## config.mk

```make
export PLATFORM = sky130hd
export DESIGN_NAME = capability_list_deframer_core_flat
export DESIGN_NICKNAME = d
export VERILOG_FILES = /design/src/rtl/cld_pkg.sv /design/src/rtl/cld_in_if.sv /design/src/rtl/cld_out_if.sv /design/src/rtl/cld_in_stage.sv /design/src/rtl/cld_parser.sv /design/src/rtl/cld_out_stage.sv /design/src/rtl/capability_list_deframer_core.sv /design/src/flat_wrapper.sv
export SDC_FILE = /design/constraint.sdc
export NUM_CORES = 1
export LEC_CHECK = 0
export ABC_AREA = 0
export BUFFER_PORTS_ARGS = -buffer_cell sky130_fd_sc_hd__buf_2
export CORE_ASPECT_RATIO = 1.25
export CORE_UTILIZATION = 50
export CTS_CLUSTER_SIZE = 20
export DETAILED_ROUTE_END_ITERATION = 12
export GPL_TIMING_DRIVEN = 0
export PLACE_DENSITY = 0.68
export SLEW_MARGIN = 10
export SYNTH_ARGS = -nofsm -noshare
export SYNTH_HDL_FRONTEND = slang
export SYNTH_SLANG_ARGS = --single-unit
```

## constraint.sdc

```tcl
create_clock -name clk -period 4.25 [get_ports clk]
set_clock_uncertainty 0.05 [all_clocks]
set_input_delay 0.85 -clock clk [delete_from_list [all_inputs] [get_ports clk]]
set_output_delay 0.85 -clock clk [all_outputs]
set_load 0.005 [all_outputs]
```

## src/rtl/cld_pkg.sv

```systemverilog
// Shared types and constants of the capability list deframer.
package cld_pkg;

  localparam int UINTVAR_MAX_OCTETS = 5;
  localparam int LEN_W = 7 * UINTVAR_MAX_OCTETS;
  localparam int CNT_W = $clog2(UINTVAR_MAX_OCTETS + 1);

  localparam logic [7:0] CAP_INDEX_MAX = 8'hff;

  typedef enum logic [2:0] {
    PH_LEN,
    PH_FIRST,
    PH_NAME,
    PH_DATA,
    PH_DISCARD
  } phase_t;

  typedef enum logic [2:0] {
    ROLE_LENGTH     = 3'd0,
    ROLE_SHORT_ID   = 3'd1,
    ROLE_NAME       = 3'd2,
    ROLE_TERMINATOR = 3'd3,
    ROLE_DATA       = 3'd4,
    ROLE_DISCARD    = 3'd5
  } role_t;

  typedef struct packed {
    logic [7:0] octet;
    logic       frame_last;
  } in_beat_t;

  typedef struct packed {
    logic [7:0] octet_out;
    role_t      role;
    logic [7:0] cap_index;
    logic [6:0] short_id;
    logic       is_named;
    logic       record_end;
    logic       frame_end;
    logic       error;
  } result_t;

  // Handshake between the input register and the parser.
  typedef struct packed {
    logic     valid;
    in_beat_t beat;
  } stage_t;

endpackage

```

## src/rtl/cld_in_if.sv

```systemverilog
// Octet channel carrying the packed capability list.
interface cld_in_if;
  logic       valid;
  logic       ready;
  logic [7:0] octet;
  logic       frame_last;

  modport source (output valid, output octet, output frame_last, input ready);
  modport sink (input valid, input octet, input frame_last, output ready);
endinterface

```

## src/rtl/cld_out_if.sv

```systemverilog
// Labelled octet channel produced by the deframer.
interface cld_out_if;
  logic       valid;
  logic       ready;
  logic [7:0] octet_out;
  logic [2:0] role;
  logic [7:0] cap_index;
  logic [6:0] short_id;
  logic       is_named;
  logic       record_end;
  logic       frame_end;
  logic       error;

  modport source (output valid, output octet_out, output role, output cap_index,
                  output short_id, output is_named, output record_end,
                  output frame_end, output error, input ready);
  modport sink (input valid, input octet_out, input role, input cap_index,
                input short_id, input is_named, input record_end,
                input frame_end, input error, output ready);
endinterface

```

## src/rtl/cld_in_stage.sv

```systemverilog
// Input register: captures one octet beat and holds it until the parser takes it.
module cld_in_stage (
  input  logic            clk,
  input  logic            rst,
  cld_in_if.sink          octet_stream,
  input  logic            take,
  output cld_pkg::stage_t stage
);

  logic               valid;
  cld_pkg::in_beat_t  beat;
  logic               load;

  assign octet_stream.ready = !valid || take;
  assign load = octet_stream.valid && octet_stream.ready;

  always_ff @(posedge clk) begin
    if (rst) begin
      valid <= 1'b0;
    end else if (load) begin
      valid <= 1'b1;
    end else if (take) begin
      valid <= 1'b0;
    end
  end

  always_ff @(posedge clk) begin
    if (load) begin
      beat.octet      <= octet_stream.octet;
      beat.frame_last <= octet_stream.frame_last;
    end
  end

  assign stage.valid = valid;
  assign stage.beat  = beat;

endmodule

```

## src/rtl/cld_parser.sv

```systemverilog
// Record parser: per-octet role decode and frame state update.
module cld_parser (
  input  logic              clk,
  input  logic              rst,
  input  cld_pkg::stage_t   stage,
  input  logic              advance,
  output cld_pkg::result_t  result
);

  cld_pkg::phase_t                phase, phase_next;
  logic [cld_pkg::LEN_W-1:0]      length_accum, length_accum_next;
  logic [cld_pkg::CNT_W-1:0]      uintvar_octets, uintvar_octets_next;
  logic [cld_pkg::LEN_W-1:0]      body_remaining, body_remaining_next;
  logic [7:0]                     record_count, record_count_next;
  logic [6:0]                     current_id, current_id_next;
  logic                           named_flag, named_flag_next;

  logic [7:0]                     o;
  logic                           last;
  logic [cld_pkg::CNT_W-1:0]      uv_inc;
  logic [cld_pkg::LEN_W-1:0]      accum_shift;
  logic [cld_pkg::LEN_W-1:0]      body_dec;
  logic                           body_done;

  cld_pkg::role_t                 role;
  logic [6:0]                     sid;
  logic                           nm;
  logic                           rend;
  logic                           err;
  cld_pkg::phase_t                phase_go;

  assign o           = stage.beat.octet;
  assign last        = stage.beat.frame_last;
  assign uv_inc      = uintvar_octets + cld_pkg::CNT_W'(1);
  assign accum_shift = {length_accum[cld_pkg::LEN_W-8:0], o[6:0]};
  assign body_dec    = body_remaining - cld_pkg::LEN_W'(1);
  assign body_done   = (body_dec == '0) || last;

  // Decode the octet against the current phase.
  always_comb begin
    role     = cld_pkg::ROLE_DISCARD;
    sid      = '0;
    nm       = 1'b0;
    rend     = 1'b0;
    err      = 1'b0;
    phase_go = phase;
    case (phase)
      cld_pkg::PH_LEN: begin
        role = cld_pkg::ROLE_LENGTH;
        if (o[7]) begin
          err = (uv_inc >= cld_pkg::CNT_W'(cld_pkg::UINTVAR_MAX_OCTETS)) || last;
        end else if ((accum_shift == '0) || last) begin
          err = 1'b1;
        end else begin
          phase_go = cld_pkg::PH_FIRST;
        end
      end
      cld_pkg::PH_FIRST, cld_pkg::PH_NAME: begin
        if (phase == cld_pkg::PH_FIRST && o[7]) begin
          role = cld_pkg::ROLE_SHORT_ID;
          sid  = o[6:0];
          nm   = 1'b0;
          if (body_done) begin
            rend = 1'b1;
          end else begin
            phase_go = cld_pkg::PH_DATA;
          end
        end else begin
          // A first octet below 0x80 opens a name.
          sid = (phase == cld_pkg::PH_FIRST) ? 7'd0 : current_id;
          nm  = (phase == cld_pkg::PH_FIRST) ? 1'b1 : named_flag;
          if (o == 8'd0) begin
            role = cld_pkg::ROLE_TERMINATOR;
            if (body_done) begin
              rend = 1'b1;
            end else begin
              phase_go = cld_pkg::PH_DATA;
            end
          end else begin
            role = cld_pkg::ROLE_NAME;
            if (body_done) begin
              err = 1'b1;
            end else begin
              phase_go = cld_pkg::PH_NAME;
            end
          end
        end
      end
      cld_pkg::PH_DATA: begin
        role = cld_pkg::ROLE_DATA;
        sid  = current_id;
        nm   = named_flag;
        rend = body_done;
      end
      default: begin
        role = cld_pkg::ROLE_DISCARD;
      end
    endcase
  end

  // Next state.
  always_comb begin
    phase_next          = phase_go;
    length_accum_next   = length_accum;
    uintvar_octets_next = uintvar_octets;
    body_remaining_next = body_remaining;
    record_count_next   = record_count;
    current_id_next     = current_id;
    named_flag_next     = named_flag;
    case (phase)
      cld_pkg::PH_LEN: begin
        uintvar_octets_next = uv_inc;
        length_accum_next   = accum_shift;
        if (phase_go == cld_pkg::PH_FIRST) begin
          body_remaining_next = accum_shift;
        end
      end
      cld_pkg::PH_FIRST: begin
        body_remaining_next = body_dec;
        current_id_next     = sid;
        named_flag_next     = nm;
      end
      cld_pkg::PH_NAME, cld_pkg::PH_DATA: begin
        body_remaining_next = body_dec;
      end
      default: begin
      end
    endcase
    if (rend) begin
      if (record_count != cld_pkg::CAP_INDEX_MAX) begin
        record_count_next = record_count + 8'd1;
      end
      phase_next          = cld_pkg::PH_LEN;
      length_accum_next   = '0;
      uintvar_octets_next = '0;
      body_remaining_next = '0;
    end
    if (err) begin
      phase_next = cld_pkg::PH_DISCARD;
    end
    // Frame end: start the next octet from a clean state.
    if (last) begin
      phase_next          = cld_pkg::PH_LEN;
      length_accum_next   = '0;
      uintvar_octets_next = '0;
      body_remaining_next = '0;
      record_count_next   = '0;
      current_id_next     = '0;
      named_flag_next     = 1'b0;
    end
  end

  // Result fields.
  always_comb begin
    result.octet_out  = o;
    result.role       = role;
    result.cap_index  = record_count;
    result.short_id   = sid;
    result.is_named   = nm;
    result.record_end = rend;
    result.frame_end  = last;
    result.error      = err;
  end

  always_ff @(posedge clk) begin
    if (rst) begin
      phase          <= cld_pkg::PH_LEN;
      length_accum   <= '0;
      uintvar_octets <= '0;
      body_remaining <= '0;
      record_count   <= '0;
      current_id     <= '0;
      named_flag     <= 1'b0;
    end else if (advance) begin
      phase          <= phase_next;
      length_accum   <= length_accum_next;
      uintvar_octets <= uintvar_octets_next;
      body_remaining <= body_remaining_next;
      record_count   <= record_count_next;
      current_id     <= current_id_next;
      named_flag     <= named_flag_next;
    end
  end

  a_frame_restart: assert property (@(posedge clk) disable iff (rst)
    advance && last |=> phase == cld_pkg::PH_LEN && record_count == 8'd0)
    else $error("state not cleared after frame end");

  a_error_discards: assert property (@(posedge clk) disable iff (rst)
    advance && err && !last |=> phase == cld_pkg::PH_DISCARD)
    else $error("error did not enter discard");

  a_discard_quiet: assert property (@(posedge clk) disable iff (rst)
    advance && phase == cld_pkg::PH_DISCARD |->
      role == cld_pkg::ROLE_DISCARD && !err && !rend)
    else $error("discarded octet labelled wrongly");

  a_count_monotonic: assert property (@(posedge clk) disable iff (rst)
    advance && !last |=> record_count >= $past(record_count))
    else $error("record count went backwards inside a frame");

  // An over-long length leaves the count at the limit while the frame is discarded.
  a_uintvar_bound: assert property (@(posedge clk) disable iff (rst)
    uintvar_octets <= cld_pkg::CNT_W'(cld_pkg::UINTVAR_MAX_OCTETS))
    else $error("length octet count out of range");

endmodule

```

## src/rtl/cld_out_stage.sv

```systemverilog
// Result register: holds one labelled octet until the sink takes it.
module cld_out_stage (
  input  logic             clk,
  input  logic             rst,
  input  cld_pkg::result_t result,
  input  logic             load,
  output logic             room,
  cld_out_if.source        label_stream
);

  logic             valid;
  cld_pkg::result_t res;

  assign room = !valid || label_stream.ready;

  always_ff @(posedge clk) begin
    if (rst) begin
      valid <= 1'b0;
    end else if (load) begin
      valid <= 1'b1;
    end else if (label_stream.ready) begin
      valid <= 1'b0;
    end
  end

  always_ff @(posedge clk) begin
    if (load) begin
      res <= result;
    end
  end

  assign label_stream.valid      = valid;
  assign label_stream.octet_out  = res.octet_out;
  assign label_stream.role       = res.role;
  assign label_stream.cap_index  = res.cap_index;
  assign label_stream.short_id   = res.short_id;
  assign label_stream.is_named   = res.is_named;
  assign label_stream.record_end = res.record_end;
  assign label_stream.frame_end  = res.frame_end;
  assign label_stream.error      = res.error;

endmodule

```

## src/rtl/capability_list_deframer_core.sv

```systemverilog
// Capability list deframer: labels each octet of a length-prefixed record list.
// Each accepted octet beat is held in the input register, then its labelled result
// in the result register, from which label_stream accepts it.
// Throughput: one octet per cycle while label_stream is ready; an input register
// and a result register decouple the channels; parser state updates once per octet.
// Reset (rst, synchronous): empties both registers and returns the parser to the
// start of a frame.
module capability_list_deframer_core (
  input  logic      clk,
  input  logic      rst,
  cld_in_if.sink    octet_stream,
  cld_out_if.source label_stream
);

  cld_pkg::stage_t  stage;
  cld_pkg::result_t result;
  logic             room;
  logic             advance;

  assign advance = stage.valid && room;

  cld_in_stage u_in_stage (
    .clk          (clk),
    .rst          (rst),
    .octet_stream (octet_stream),
    .take         (advance),
    .stage        (stage)
  );

  cld_parser u_parser (
    .clk     (clk),
    .rst     (rst),
    .stage   (stage),
    .advance (advance),
    .result  (result)
  );

  cld_out_stage u_out_stage (
    .clk          (clk),
    .rst          (rst),
    .result       (result),
    .load         (advance),
    .room         (room),
    .label_stream (label_stream)
  );

endmodule

```

## src/flat_wrapper.sv

```systemverilog
// flat-port wrapper written by rule: the top's interface ports become plain ports
module capability_list_deframer_core_flat 
  (clk, rst, octet_stream_valid, octet_stream_octet, octet_stream_frame_last, octet_stream_ready, label_stream_valid, label_stream_octet_out, label_stream_role, label_stream_cap_index, label_stream_short_id, label_stream_is_named, label_stream_record_end, label_stream_frame_end, label_stream_error, label_stream_ready);
  cld_in_if octet_stream_i ();
  cld_out_if label_stream_i ();
  input  logic clk;
  input  logic rst;
  input wire logic [$bits(octet_stream_i.valid)-1:0] octet_stream_valid;
  input wire logic [$bits(octet_stream_i.octet)-1:0] octet_stream_octet;
  input wire logic [$bits(octet_stream_i.frame_last)-1:0] octet_stream_frame_last;
  output wire logic [$bits(octet_stream_i.ready)-1:0] octet_stream_ready;
  output wire logic [$bits(label_stream_i.valid)-1:0] label_stream_valid;
  output wire logic [$bits(label_stream_i.octet_out)-1:0] label_stream_octet_out;
  output wire logic [$bits(label_stream_i.role)-1:0] label_stream_role;
  output wire logic [$bits(label_stream_i.cap_index)-1:0] label_stream_cap_index;
  output wire logic [$bits(label_stream_i.short_id)-1:0] label_stream_short_id;
  output wire logic [$bits(label_stream_i.is_named)-1:0] label_stream_is_named;
  output wire logic [$bits(label_stream_i.record_end)-1:0] label_stream_record_end;
  output wire logic [$bits(label_stream_i.frame_end)-1:0] label_stream_frame_end;
  output wire logic [$bits(label_stream_i.error)-1:0] label_stream_error;
  input wire logic [$bits(label_stream_i.ready)-1:0] label_stream_ready;
  assign octet_stream_i.valid = octet_stream_valid;
  assign octet_stream_i.octet = octet_stream_octet;
  assign octet_stream_i.frame_last = octet_stream_frame_last;
  assign octet_stream_ready = octet_stream_i.ready;
  assign label_stream_valid = label_stream_i.valid;
  assign label_stream_octet_out = label_stream_i.octet_out;
  assign label_stream_role = label_stream_i.role;
  assign label_stream_cap_index = label_stream_i.cap_index;
  assign label_stream_short_id = label_stream_i.short_id;
  assign label_stream_is_named = label_stream_i.is_named;
  assign label_stream_record_end = label_stream_i.record_end;
  assign label_stream_frame_end = label_stream_i.frame_end;
  assign label_stream_error = label_stream_i.error;
  assign label_stream_i.ready = label_stream_ready;
  capability_list_deframer_core u_core (.clk(clk), .rst(rst), .octet_stream(octet_stream_i), .label_stream(label_stream_i));
endmodule
```

After elaboration in Yosys (flattened, before gate mapping)
Index checks and enable logic that the tools add are counted.
{ "totals": {"reg_bits": 126, "input_bits": 13, "out_inout_bits": 32, "word_cells": 105} }
{ "op_classes": {"addsub": 3, "magnitude_cmp": 1, "n_eq_ne": 6, "mux": 49, "reduce_logical": 27} }
{ "op_table": {"columns": ["cell", "n"], "rows": [
  ["$mux 35", 3],
  ["$mux 28", 3],
  ["$logic_not 35->1", 2],
  ["$pmux 35 s2", 1],
  ["$mux 3", 12],
  ["$sub 35x1->35 const B", 1],
  ["$mux 7", 4],
  ["$mux 8", 3],
  ["$mux 1", 16],
  ["$pmux 7 s2", 1],
  ["$reduce_bool 2->1", 5],
  ["$pmux 3 s3", 1],
  ["$add 8x1->8 const B", 1],
  ["$logic_not 8->1", 1],
  ["$ne 8x8->1 const B", 1],
  ["$eq 3x1->1 const B", 2],
  ["$eq 3x2->1 const B", 2],
  ["$pmux 1 s2", 3],
  ["$pmux 3 s2", 1],
  ["$reduce_and 3->1", 2],
  ["$logic_or 1x1->1", 5],
  ["$ne 4x3->1 const B", 1],
  ["$reduce_and 2->1", 2],
  ["$reduce_bool 4->1", 1],
  ["other kinds (9)", 12]
]} }

Longest topological paths before layout
Gate-level depths: netlist of run 1.
{ "depth": {"ltp_word": 12, "depth_mapped": 13, "ltp_nobuf": 10} }

Modules after synthesis
From an unflattened synthesis of run 1, not the netlist that was laid out.
{ "unflattened": {"hier_cells": 688, "hier_area_um2": 6368.6} }
{ "by_module_without_submodules": {"columns": ["mod", "n_inst", "cells_per_inst", "area_per_inst_um2", "seq_area_each_um2"], "rows": [
  ["cld_parser", 1, 638, 5082.4, 1701.6],
  ["cld_out_stage", 1, 34, 947.2, 920.9],
  ["cld_in_stage", 1, 15, 332.8, 290.3],
  ["capability_list_deframer_core", 1, 1, 6.3, 0.0]
]} }

Worst setup path before layout of run 1
OpenSTA, ideal clock, no wires.
{ "synth_timing": {"kind": "register -> register", "start": "reg u_core.u_parser.body_remaining[0] in the netlist's numbering", "end": "reg u_core.u_parser.length_accum[17] in the netlist's numbering", "setup_ns": 0.117, "arrival_ns": 3.208, "required_time_ns": 4.083, "path_slack_ns": 0.875, "stages_incl_launch_ff": 13, "n_path_buf": 2, "period_less_slack_ns": 3.375, "path_cell_list": "dfxtp_1 inv_1 ha_1 or3b_2 o21ai_0 a22oi_1 or3_1 or4_4 o31ai_4 o21ai_1 buf_2 buf_6 a32o_1"} }
{ "synth_via": {"elab_chain_len": 9, "elab_cells_between_ends": 11, "cone_classes": "add/sub: 1; mux: 6; reduce/logical: 4"} }
{ "synth_lines": {"columns": ["element", "line_no", "source"], "rows": [
  ["start: declaration", "cld_parser.sv:13", "logic [cld_pkg::LEN_W-1:0] body_remaining, body_remaining_next;"],
  ["start signal: assignment", "cld_parser.sv:178", "body_remaining <= body_remaining_next;"],
  ["$sub 35x1->35 *", "cld_parser.sv:36", "assign body_dec = body_remaining - cld_pkg::LEN_W'(1);"],
  ["$logic_not 35->1 *", "cld_parser.sv:37", "assign body_done = (body_dec == '0) || last;"],
  ["$logic_or 1x1->1 *", "cld_parser.sv:37", null],
  ["$mux 1", "cld_parser.sv:63, cld_parser.sv:74", null],
  ["$mux 1", "cld_parser.sv:72", "if (o == 8'd0) begin"],
  ["$mux 1", "cld_parser.sv:59", "if (phase == cld_pkg::PH_FIRST && o[7]) begin"],
  ["$pmux 1 s2 *", "cld_parser.sv:47", "case (phase)"],
  ["$reduce_bool 3->1 (no source line) or $mux 28 (tied branches)", null, null],
  ["$reduce_and 2->1 (no source line) or $mux 28 (tied branches)", null, null],
  ["end signal: assignment", "cld_parser.sv:176", "length_accum <= length_accum_next;"],
  ["end: declaration", "cld_parser.sv:11", "logic [cld_pkg::LEN_W-1:0] length_accum, length_accum_next;"]
]} }
Mark *: on every way between the ends. The rest lies on a longest branch, timed or not.
A chain may end at the register's enable or synchronous reset.

Worst setup path in the final report of run 1
{ "layout_timing": {"start": "reg u_core.u_parser.body_remaining[1] in the netlist's numbering", "end": "reg u_core.u_parser.length_accum[19] in the netlist's numbering"} }
The elaborated chain is that of the path after synthesis.

==> results of run 1 <==
-- cells in the mapped netlist, types with 3 or more instances --
cell type / count / area (um2)
or3_1: 14 / 87.6
o21ai_1: 3 / 15.0
or4_1: 7 / 52.6
ha_1: 5 / 62.6
buf_2: 6 / 30.0
dfxtp_1: 87 / 1740
nand2_1: 62 / 233
nand3b_1: 4 / 30.0
a32o_1: 29 / 290
edfxtp_1: 39 / 1170
o2111ai_1: 13 / 114
nand4b_1: 3 / 26.3
xnor2_1: 11 / 96.3
o31a_1: 4 / 35.0
nor4_1: 22 / 138
buf_6: 6 / 67.6
a211oi_1: 3 / 22.5
nand3_1: 12 / 60.1
mux2i_1: 3 / 30.0
a22oi_1: 18 / 135
o2bb2ai_1: 6 / 52.6
o211ai_1: 3 / 22.5
and2_1: 7 / 43.8
and3_1: 3 / 18.8
a31oi_1: 10 / 62.6
o41ai_1: 5 / 43.8
and4_1: 4 / 35.0
or2_2: 5 / 31.3
nor2_1: 66 / 248
nand4_1: 16 / 100
o31ai_1: 6 / 45.0
nor3b_1: 5 / 37.5
nor2b_1: 3 / 18.8
clkbuf_1: 44 / 165
a21oi_1: 50 / 250
o22ai_1: 8 / 50.1
nor3_1: 29 / 145
o21ai_0: 19 / 95.1
inv_1: 16 / 60.1
xor2_1: 5 / 43.8
nand2b_1: 4 / 25.0
-- worst max-delay path: stages, from the launching register on --
cell	delay, ns
dfxtp_1	0.33
inv_1	0.11
ha_1	0.32
nor3b_1	0.28
nand4_2	0.31
o31ai_1	0.43
nand4_1	0.13
or4_4	0.61
o31ai_4	0.63
o21ai_1	0.14
buf_2	0.21
buf_6	0.16
a32o_1	0.25
-- layout make-up --
type,count,area share
timing repair buffer,45,0.0326
clock buffer,18,0.0582
tap,164,0.0278
buffer,59,0.0378
sequential,126,0.395
clock inverter,14,0.0178
inverter,17,0.00865
multi-input combinational,497,0.422
-- flip-flops by register name (all words and copies together), names as in the netlist --
| signal | flops |
|---|---|
| u_core.u_in_stage.stage | 9 |
| u_core.u_in_stage.valid | 1 |
| u_core.u_out_stage.label_stream.cap_index | 8 |
| u_core.u_out_stage.label_stream.error | 1 |
| u_core.u_out_stage.label_stream.frame_end | 1 |
| u_core.u_out_stage.label_stream.is_named | 1 |
| u_core.u_out_stage.label_stream.octet_out | 8 |
| u_core.u_out_stage.label_stream.record_end | 1 |
| u_core.u_out_stage.label_stream.role | 3 |
| u_core.u_out_stage.label_stream.short_id | 7 |
| u_core.u_out_stage.label_stream.valid | 1 |
| u_core.u_parser.body_remaining | 35 |
| u_core.u_parser.current_id | 7 |
| u_core.u_parser.length_accum | 28 |
| u_core.u_parser.named_flag | 1 |
| u_core.u_parser.phase | 3 |
| u_core.u_parser.record_count | 8 |
| u_core.u_parser.uintvar_octets | 3 |
-- cell families after synthesis --
logic type | share of synthesized area
AO/OA/AOI/OAI | 0.217
XOR/XNOR | 0.0220
adder cells (fa/ha/maj) | 0.00982
buffers and inverters | 0.0536
flip-flops | 0.457
multiplexers | 0.00471
AND/OR/NAND/NOR | 0.236
-- path summary, 6_finish.rpt --
path                                          start                                      endpoint  slack, ns  depth (start not counted)
setup reg to reg  u_core.u_parser.body_remaining[1]              u_core.u_parser.length_accum[19]       0.15                         12
hold reg to reg     u_core.u_parser.record_count[7]  u_core.u_out_stage.label_stream.cap_index[7]       0.40                          0
hold / removal      u_core.u_parser.record_count[7]  u_core.u_out_stage.label_stream.cap_index[7]       0.40                          0
setup / recovery  u_core.u_parser.body_remaining[1]              u_core.u_parser.length_accum[19]       0.15                         12
-- placed cells by master (no fill, tap or decap), types with 6 or more instances in the layout --
cell       instances
clkbuf_1          44
o31ai_1            6
xnor2_1           11
o21ai_0           19
edfxtp_1          39
dfxtp_1           87
a31oi_1           10
buf_6              6
nand4_1           16
nand2_1           62
o2111ai_1         13
or3_1             14
inv_1             16
clkbuf_16         17
nand3_1           12
a32o_1            29
nor4_1            22
buf_2             50
nor3_1            29
o22ai_1            8
or4_1              7
a22oi_1           18
o2bb2ai_1          6
and2_1             7
a21oi_1           50
nor2_1            66
-- through the flow --
step                utilization  total power [mW]  setup TNS, ns
floorplan                     -              1.59              0
global placement          0.554              1.73          -1.09
detailed placement        0.555              1.73              0
CTS                       0.601              3.11              0
global route              0.601              3.21              0
finish                    0.601              3.11              0
-- layer usage --
| layer | vias up | global-route usage | wire length [um] |
|---|---|---|---|
| met5 | - | 0 | 0 |
| met4 | 0 | 0.176 | 903 |
| met3 | 64 | 0.0518 | 1210 |
| met2 | 270 | 0.524 | 9860 |
| met1 | 2918 | 0.401 | 8130 |
| li1 | 2799 | - | - |
-- where the power goes --
part           total (mW)  internal, mW  switching, mW
logic               0.427         0.139          0.287
clock network        1.39         0.812          0.582
registers            1.29          1.27         0.0236
==> metrics.md, run 1 <==
| Metric | Value |
|---|---|
| Yosys warns | 0 |
| DR DRC count | 0 |
| Syn Nets | 717 |
| Area of the mapped netlist | 6370 um2 |
| Worst-Skew Late Latency | 0.42 ns |
| Kind of critical path | flip-flop to flip-flop |
| Max_cap viols | 0 |
| Num CTS Buffers | 17 |
| Largest net degree at the start of global routing | 31 |
| Post-CTS resize count | 0 |
| Final instance area | 7380 um2 |
| Layout Nets | 781 |
| Final slew viol count | 0 |
| P&R area growth vs syn | 15.8% |
| Minimum clock period | 4.10 ns |
| Relative slew slack | 0.441 |
| Lkg Pwr | 2.65 nW |
| # fillers | 1147 |
| Die width | 103 um |
| Routed Wire Length | 20100 um |
| Reg clk slew, reported paths | 0.06 ns |
| I/O Buffers | 44 |
| First-pass GRT wire length | 31600 um |
| Final hold vios | 0 |
| DRT iter0 DRCs | 628 |
| Post-CTS Hold Buffers | 0 |
| Grt ovf | 0 |
| Async SR Flop Fraction | 0 |
| Non-Filler Instances | 940 |
| Status | finished clean |
| Most used DFF post-synth | dfxtp_1 |
| Post-synth EDFFs | 39 |
| Final Cycle Share | 0.965 |
| Sequential area share after synthesis | 0.457 |
| Syn_area_per_cell | 9.11 um2 |
| Min-Delay Path Class | flip-flop to flip-flop |
| CTS tree | built |
| WL/cell | 21.4 um |
| Die Span Y | 128 um |
| Vias/cell | 6.44 |
| Dpl cell area | 6820 um2 |
| FF+latch count, synth | 126 |
| Worst slack at placement | 0.248 ns |
| Post-CTS setup buffers | 0 |
| Clock Path Buffers | 2 |
| Crit. End Element | flip-flop |
| Crit path max fanout | 10 |
| Num ports | 45 |
| Global-route usage over all layers | 0.321 |
| Gpl congestion | 0.964 |
| Inst Count DP | 908 |
| RSZ-0062 raised after global routing | false |
| Setup violations, final | 0 |
| Startpoint Class | flip-flop |
| Distinct cells, synth | 70 |
| Crit path DAT | 4.35 ns |
| Antenna viol nets, final | 0 |
| Full die area | 13200 um2 |
| Clk sink count | 126 |
| Max VDD drop | 0.200 mV |
| PwrDens | 422 nW/um2 |
| Worst Path Required | 4.50 ns |
| Post-Synthesis Cells | 699 |
| H-tree levels | 4 |
| Fmax | 244 MHz |
| Register cell area after layout | 2910 um2 |
| Vias in the first global route | 5659 |
| Initial core utilization | 0.519 |
| Vias | 6051 |
| Antenna violations before repair | 0 |
| Core area | 12300 um2 |
| Rows | 45 |
| DP HPWL | 14600 um |
| Root buf cell | clkbuf_16 |
| Multi-input logic area | 3120 um2 |
| WHS | 0.404 ns |
| Layout cell share with drive strength beyond 1 | 0.139 |
| Pre-Repair DR Iteration Count | 5 |
| Final WS setup | 0.149 ns |
| Antenna Cells | 0 |
| Worst-margin pin slew | 0.836 ns |
(Power assumes the default switching activity.)
==> inputs of run 2 (changes only) <==
--- a/config.mk
+++ b/config.mk
@@ -8,6 +8,7 @@
 export ABC_AREA = 0
 export BUFFER_PORTS_ARGS = -buffer_cell sky130_fd_sc_hd__buf_2
 export CORE_ASPECT_RATIO = 1.25
+export CORE_MARGIN = 2
 export CORE_UTILIZATION = 50
 export CTS_CLUSTER_SIZE = 20
 export DETAILED_ROUTE_END_ITERATION = 12
==> run 2 against run 1 <==
Maximum frequency rose by 2.8%. Design area up 0.46%. Worst setup slack better by 0.11 ns. Total power is 1.9% higher. Global-route usage is 1.4 points lower. Flip-flop and latch count unchanged. Count of clock-buffer cells in the layout grew 1. Critical path type unchanged. Critical endpoint is now u_core.u_parser.length_accum[26]. Largest cell class unchanged.
==> metrics.md, run 2 (same netlist as run 1, synthesis figures left out) <==
| Metric | Value |
|---|---|
| I/O Buffers | 44 (unchanged) |
| Multi-input logic area | 3120 um2 (unchanged) |
| Setup violations, final | 0 (unchanged) |
| Final slew viol count | 0 (unchanged) |
| Fmax | 251 MHz (was 244 MHz) |
| Final hold vios | 0 (unchanged) |
| Lkg Pwr | 2.67 nW (was 2.65 nW) |
| DP HPWL | 14900 um (was 14600 um) |
| Grt ovf | 0 (unchanged) |
| Worst-margin pin slew | 0.840 ns (was 0.836 ns) |
| Gpl congestion | 0.982 (was 0.964) |
| Die width | 105 um (was 103 um) |
| Vias | 6087 (was 6051) |
| Initial core utilization | 0.508 (was 0.519) |
| Vias/cell | 6.45 (was 6.44) |
| Dpl cell area | 6820 um2 (about the same) |
| Crit path max fanout | 10 (unchanged) |
| Layout Nets | 781 (unchanged) |
| Post-CTS Hold Buffers | 0 (unchanged) |
| Largest net degree at the start of global routing | 33 (was 31) |
| H-tree levels | 4 (unchanged) |
| Rows | 46 (was 45) |
| Met2 wire length | 10200 um (was 9860 um) |
| Pre-Repair DR Iteration Count | 5 (unchanged) |
| Worst-Skew Late Latency | 0.43 ns (was 0.42 ns) |
| Critical Path, Cell by Cell | inv_1 > ha_1 > or3b_2 > o21ai_0 > a22oi_1 > or3_1 > or4_4 > o31ai_4 > nor3_1 > buf_2 > buf_2 > a32o_1 (was inv_1 > ha_1 > nor3b_1 > nand4_2 > o31ai_1 > nand4_1 > or4_4 > o31ai_4 > o21ai_1 > buf_2 > buf_6 > a32o_1) |
| Die Span Y | 130 um (was 128 um) |
| Antenna violations before repair | 0 (unchanged) |
| Min-Delay Path Class | flip-flop to flip-flop (unchanged) |
| Most common cell after layout, fill and taps aside | dfxtp_1 (unchanged) |
| PwrDens | 428 nW/um2 (was 422 nW/um2) |
| Relative slew slack | 0.435 (was 0.441) |
| Num ports | 45 (unchanged) |
| Antenna viol nets, final | 0 (unchanged) |
| Kind of critical path | flip-flop to flip-flop (unchanged) |
| Critical-path top delay cell | o31ai_4 (unchanged) |
| P&R area growth vs syn | 16.3% (was 15.8%) |
| Most used cell, CP | buf_2 |
| Core area | 12500 um2 (was 12300 um2) |
| Post-CTS setup buffers | 0 (unchanged) |
| Max VDD drop | 0.251 mV (was 0.200 mV) |
| Reg clk slew, reported paths | 0.06 ns (about the same) |
| DR DRC count | 0 (unchanged) |
| Post-CTS resize count | 0 (unchanged) |
| Max_cap viols | 0 (unchanged) |
| Clk sink count | 126 (unchanged) |
| Global-route usage over all layers | 0.307 (was 0.321) |
| First-pass GRT wire length | 32000 um (was 31600 um) |
| Root buf cell | clkbuf_16 (unchanged) |
| Register cell area after layout | 2910 um2 (unchanged) |
| Routed Wire Length | 20500 um (was 20100 um) |
| Uppermost routed layer | met4 (unchanged) |
| Layout cell share with drive strength beyond 1 | 0.138 (was 0.139) |
| Final instance area | 7410 um2 (was 7380 um2) |
| WL/cell | 21.7 um (was 21.4 um) |
| Full die area | 13700 um2 (was 13200 um2) |
| Startpoint Class | flip-flop (unchanged) |
| DRT iter0 DRCs | 651 (was 628) |
| Minimum clock period | 3.99 ns (was 4.10 ns) |
| Biggest register | u_core.u_parser.body_remaining (unchanged) |
| Vias in the first global route | 5782 (was 5659) |
| M1 WL | 7910 um (was 8130 um) |
| Pwr Total | 3.17 mW (was 3.11 mW) |
| Commonest non-fill, non-tap cells in the layout | dfxtp_1, nor2_1, nand2_1 (unchanged) |
| Antenna Cells | 0 (unchanged) |
| Num CTS Buffers | 17 (unchanged) |
| Crit path largest cell delay | 0.58 ns (was 0.63 ns) |
| Crit path DAT | 4.26 ns (was 4.35 ns) |
| Worst Path Required | 4.51 ns (was 4.50 ns) |
| Routed wl met3 | 1590 um (was 1210 um) |
| Crit. End Element | flip-flop (unchanged) |
| Largest register FFs | 35 (unchanged) |
| Status | finished clean (unchanged) |
| Final Cycle Share | 0.939 (was 0.965) |
| CTS tree | built (unchanged) |
| Clock Path Buffers | 2 (unchanged) |
| # fillers | 1119 (was 1147) |
| RSZ-0062 raised after global routing | false (unchanged) |
[run 2: worst paths after layout]
| path | from | endpoint | slack, ns | cells past startpoint |
|---|---|---|---|---|
| setup / recovery | u_core.u_parser.body_remaining[0] | u_core.u_parser.length_accum[26] | 0.26 | 12 |
| setup reg to reg | u_core.u_parser.body_remaining[0] | u_core.u_parser.length_accum[26] | 0.26 | 12 |
| hold reg to reg | u_core.u_parser.record_count[7] | u_core.u_out_stage.label_stream.cap_index[7] | 0.39 | 0 |
| hold / removal | u_core.u_parser.record_count[7] | u_core.u_out_stage.label_stream.cap_index[7] | 0.39 | 0 |
[run 2: per-layer routing]
layer  GRT usage  up-vias
met5           0        -
li1            -     2801
met3      0.0709       60
met1       0.363     2923
met2       0.532      303
met4       0.144        0
[run 2: area by class of cell]
type | instances | share of cell area
Inverter | 17 | 0.00861
Buffer | 59 | 0.0376
Tap cell | 168 | 0.0284
Multi-Input combinational cell | 497 | 0.420
Timing Repair Buffer | 45 | 0.0324
Clock buffer | 19 | 0.0584
Sequential cell | 126 | 0.393
Clock inverter | 13 | 0.0211
[run 2: per-stage QoR]
step | hold slack, ns | cells | worst slack [ns] | TNS [ns] | util
2_1_floorplan | 0.358 | 699 | 0.875 | 0 | -
3_3_place_gp | 0.369 | 911 | -0.161 | -1.00 | 0.542
3_5_place_dp | 0.374 | 912 | 0.268 | 0 | 0.544
4_1_cts | 0.389 | 944 | 0.246 | 0 | 0.591
5_1_grt | 0.410 | 944 | 0.0611 | 0 | 0.591
6_report | 0.389 | 944 | 0.259 | 0 | 0.591
[run 2: report_power, final]
part           internal, mW  switching (mW)  leakage, nW
logic                 0.139           0.283         1.31
registers              1.27          0.0247         1.07
clock network         0.877           0.581        0.281
[run 2: critical path, delay by kind of cell, from the launching register on]
family,cells,cell delay (ns)
buffers and inverters,3,0.50
flip-flops,1,0.44
adder cells (fa/ha/maj),1,0.30
AND/OR/NAND/NOR,4,1.46
AO/OA/AOI/OAI,4,1.12
==> inputs of run 3 (changes only) <==
--- a/config.mk
+++ b/config.mk
@@ -5,7 +5,7 @@
 export SDC_FILE = /design/constraint.sdc
 export NUM_CORES = 1
 export LEC_CHECK = 0
-export ABC_AREA = 0
+export ABC_AREA = 1
 export BUFFER_PORTS_ARGS = -buffer_cell sky130_fd_sc_hd__buf_2
 export CORE_ASPECT_RATIO = 1.25
 export CORE_MARGIN = 2
==> run 3 against run 2 <==
Worst setup slack better by 0.50 ns. Maximum frequency up 14%. Highest routed layer unchanged. Clock power about the same. Utilization up 0.37 points. First-iteration DRC count down 31%. Design area up 2.0%. Sequential power up 3%. Largest power group unchanged.
==> metrics.md, run 3 <==
| Metric | Value |
|---|---|
| Status | finished clean (unchanged) |
| WP depth | 22 (was 12) |
| Startpoint Class | flip-flop (unchanged) |
| Full die area | 14000 um2 (was 13700 um2) |
| Vias | 6192 (was 6087) |
| Gpl congestion | 0.909 (was 0.982) |
| First-pass GRT wire length | 28100 um (was 32000 um) |
| Final WS setup | 0.762 ns (was 0.259 ns) |
| Syn_area_per_cell | 6.85 um2 (was 9.11 um2) |
| Yosys warns | 0 (unchanged) |
| Final slew viol count | 0 (unchanged) |
| Area of the mapped netlist | 6550 um2 (was 6370 um2) |
| # fillers | 1237 (was 1119) |
| Reg-to-reg setup timing slack | 0.76 ns (was 0.26 ns) |
| Routed Wire Length | 17500 um (was 20500 um) |
| Critical Path, Cell by Cell | inv_1 > ha_1 > nand2_1 > nor2_1 > nand3_1 > nor2_1 > nand2_1 > nand2_1 > nand2_1 > nor2_1 > nand2_1 > nor2_1 > nand2_1 > nand2_2 > nand2_1 > a21oi_1 > nand2_2 > nand2_4 > nand2_4 > buf_2 > nor2_1 > nor2_1 (was inv_1 > ha_1 > or3b_2 > o21ai_0 > a22oi_1 > or3_1 > or4_4 > o31ai_4 > nor3_1 > buf_2 > buf_2 > a32o_1) |
| Num CTS Buffers | 17 (unchanged) |
| Worst-case reg-to-reg path depth | 22 (was 12) |
| Sum Neg Setup Slack | 0 ns (unchanged) |
| Post-CTS resize count | 0 (unchanged) |
| Antenna Cells | 0 (unchanged) |
| Syn Nets | 974 (was 717) |
| Grt ovf | 0 (unchanged) |
| Multi-input logic area | 3190 um2 (was 3120 um2) |
| Biggest register | u_core.u_parser.body_remaining (unchanged) |
| Clk sink count | 126 (unchanged) |
| Fmax | 287 MHz (was 251 MHz) |
| Register cell area after layout | 2910 um2 (unchanged) |
| Crit. End Element | flip-flop (unchanged) |
| Crit-path leading delay family | simple AND/OR/NAND/NOR gates (unchanged) |
| Flop pwr share | 0.400 (was 0.408) |
| Most common cell after layout, fill and taps aside | nand2_1 (was dfxtp_1) |
| RSZ-0062 raised after global routing | false (unchanged) |
| P&R area growth vs syn | 15.4% (was 16.3%) |
| Largest register FFs | 35 (unchanged) |
| Worst-margin pin slew | 0.910 ns (was 0.840 ns) |
| Root buf cell | clkbuf_16 (unchanged) |
| Non-Filler Instances | 1199 (was 944) |
| Initial core utilization | 0.515 (was 0.508) |
| Vias/cell | 5.16 (was 6.45) |
| Kind of critical path | flip-flop to flip-flop (unchanged) |
| Most used DFF post-synth | dfxtp_1 (unchanged) |
| Post-CTS setup buffers | 0 (unchanged) |
| Worst slack at placement | 0.818 ns (was 0.268 ns) |
| Dpl cell area | 6980 um2 (was 6820 um2) |
| Clock Path Buffers | 2 (unchanged) |
| Worst Path Required | 4.50 ns (was 4.51 ns) |
| Buffer and inverter count on the worst path | 2 (was 3) |
| R2R Path Start | u_core.u_parser.body_remaining[0] (unchanged) |
| WHS | 0.416 ns (was 0.389 ns) |
| Max_cap viols | 0 (unchanged) |
| Setup violations, final | 0 (unchanged) |
| Rows | 46 (unchanged) |
| Final Cycle Share | 0.821 (was 0.939) |
| Setup crit end | u_core.u_parser.body_remaining[17] (was u_core.u_parser.length_accum[26]) |
| Int Power | 2.34 mW (was 2.29 mW) |
| Final hold vios | 0 (unchanged) |
| Lkg Pwr | 3.36 nW (was 2.67 nW) |
| Relative slew slack | 0.389 (was 0.435) |
| Sw power | 0.992 mW (was 0.888 mW) |
| I/O Buffers | 43 (was 44) |
| Largest net degree at the start of global routing | 37 (was 33) |
| Antenna violations before repair | 0 (unchanged) |
| Vias in the first global route | 5884 (was 5782) |
| Num ports | 45 (unchanged) |
| Clock power share | 0.434 (was 0.459) |
| Worst Min Path Start | u_core.u_parser.current_id[6] (was u_core.u_parser.record_count[7]) |
| Synth top area cells | dfxtp_1, nand2_1, edfxtp_1, nor2_1, a21oi_1 (was dfxtp_1, edfxtp_1, a32o_1, a21oi_1, nor2_1) |
| FF+latch count, synth | 126 (unchanged) |
| Post-synth EDFFs | 39 (unchanged) |
| Post-CTS Hold Buffers | 0 (unchanged) |
| DP HPWL | 13000 um (was 14900 um) |
| Post-synth top area cell | dfxtp_1 (unchanged) |
| Most frequent cell after synthesis | nand2_1 (was dfxtp_1) |
| Crit path max fanout | 10 (unchanged) |
| Async SR Flop Fraction | 0 (unchanged) |
| Max VDD drop | 0.403 mV (was 0.251 mV) |
| Die width | 106 um (was 105 um) |
| Sequential area share after synthesis | 0.445 (was 0.457) |
| Min-Delay Path Class | flip-flop to flip-flop (unchanged) |
| Global-route usage over all layers | 0.256 (was 0.307) |
| Switching share of power | 0.298 (was 0.280) |
| WL/cell | 14.6 um (was 21.7 um) |
| Layout Nets | 1036 (was 781) |
| DR DRC count | 0 (unchanged) |
| Crit path DAT | 3.74 ns (was 4.26 ns) |
| Worst-Skew Late Latency | 0.42 ns (was 0.43 ns) |
| Crit path largest cell delay | 0.32 ns (was 0.58 ns) |
| Layout cell share with drive strength beyond 1 | 0.105 (was 0.138) |
| Comb power frac | 0.166 (was 0.133) |
| Pre-Repair DR Iteration Count | 5 (unchanged) |
| Synth top cells by count | nand2_1, nor2_1, dfxtp_1 (was dfxtp_1, nor2_1, nand2_1) |
| CTS tree | built (unchanged) |
| Die Span Y | 132 um (was 130 um) |
| Critical-path top delay cell | dfxtp_1 (was o31ai_4) |
| Distinct cells, synth | 35 (was 70) |
| Commonest non-fill, non-tap cells in the layout | nand2_1, nor2_1, dfxtp_1 (was dfxtp_1, nor2_1, nand2_1) |
| Final instance area | 7560 um2 (was 7410 um2) |
| Post-Synthesis Cells | 956 (was 699) |
| Top cell type's share of synthesized area | 0.266 (was 0.273) |
| Pwr Total | 3.33 mW (was 3.17 mW) |
| Minimum clock period | 3.49 ns (was 3.99 ns) |
| H-tree levels | 4 (unchanged) |
| Core area | 12700 um2 (was 12500 um2) |
| Most used cell, CP | nand2_1 (was buf_2) |
| PwrDens | 441 nW/um2 (was 428 nW/um2) |
| Inst Count DP | 1167 (was 912) |
| Crit path from | u_core.u_parser.body_remaining[0] (unchanged) |
| Reg2reg end | u_core.u_parser.body_remaining[17] (was u_core.u_parser.length_accum[26]) |
| Final core occ | 0.594 (was 0.591) |
| Antenna viol nets, final | 0 (unchanged) |
| DRT iter0 DRCs | 451 (was 651) |
| Reg clk slew, reported paths | 0.06 ns (about the same) |
==> run 3: changes by cell type in the layout (fill, tap and decap cells not counted), sizes merged, moves of 25 or more <==
cell / previous run / this run
nor3: 30 / 5
a21oi: 50 / 78
nand3: 13 / 44
inv: 21 / 79
clkbuf: 63 / 37
nor2: 66 / 179
a32o: 29 / 3
nand2: 63 / 336
==> run 3: cells by family (layout without fill, tap and decap cells) <==
kind of cell | Yosys count | after routing | share of synthesized area
flops | 126 | 126 | 0.445
fa+ha+maj | 5 | 5 | 0.00955
simple gates | 583 | 583 | 0.362
buf+inv | 109 | 184 | 0.0691
xor+xnor | 11 | 11 | 0.0147
compound gates | 122 | 122 | 0.100
==> run 3: power groups by stage <==
stage / Sequential, mW / Clock [mW] / Combinational [mW]
CTS: 1.33 / 1.46 / 0.553
floorplan: 1.35 / 0 / 0.398
global placement: 1.36 / 0 / 0.548
global route: 1.34 / 1.51 / 0.630
detailed placement: 1.36 / 0 / 0.549
finish: 1.33 / 1.45 / 0.554
==> run 3: layout make-up <==
class / instances / area share
Timing Repair Buffer: 43 / 0.0285
Sequential cell: 126 / 0.385
Clock inverter: 12 / 0.0182
Tap cell: 168 / 0.0278
Buffer: 31 / 0.0212
Multi-Input combinational cell: 721 / 0.421
Clock buffer: 20 / 0.0591
Inverter: 78 / 0.0387
==> run 3: worst register-to-register path, stage by stage, from the launching register on <==
cell and delay [ns]:
dfxtp_1 0.32, inv_1 0.13, ha_1 0.24, nand2_1 0.07, nor2_1 0.20, nand3_1 0.27, nor2_1 0.22, nand2_1 0.07
nand2_1 0.05, nand2_1 0.07, nor2_1 0.11, nand2_1 0.08, nor2_1 0.10, nand2_1 0.13, nand2_2 0.13, nand2_1 0.07
a21oi_1 0.17, nand2_2 0.09, nand2_4 0.13, nand2_4 0.14, buf_2 0.25, nor2_1 0.20, nor2_1 0.07
==> run 3: layer usage <==
metal | vias to the layer above | track usage | part of all wire
li1 | 3192 | - | -
met1 | 2747 | 0.311 | 0.42
met2 | 200 | 0.424 | 0.48
met3 | 53 | 0.0494 | 0.052
met4 | 0 | 0.140 | 0.043
met5 | - | 0 | 0
==> run 3: worst min-delay path by stage <==
stage / slack, ns / endpoint / cells after the start
6_report: 0.42 / u_core.u_parser.current_id[6] / 2
5_1_grt: 0.43 / u_core.u_parser.current_id[4] / 2
2_1_floorplan: 0.38 / u_core.u_out_stage.label_stream.cap_index[4] / 0
4_1_cts: 0.42 / u_core.u_parser.current_id[5] / 2
3_3_place_gp: 0.40 / u_core.u_parser.current_id[0] / 2
3_5_place_dp: 0.41 / u_core.u_parser.current_id[5] / 2
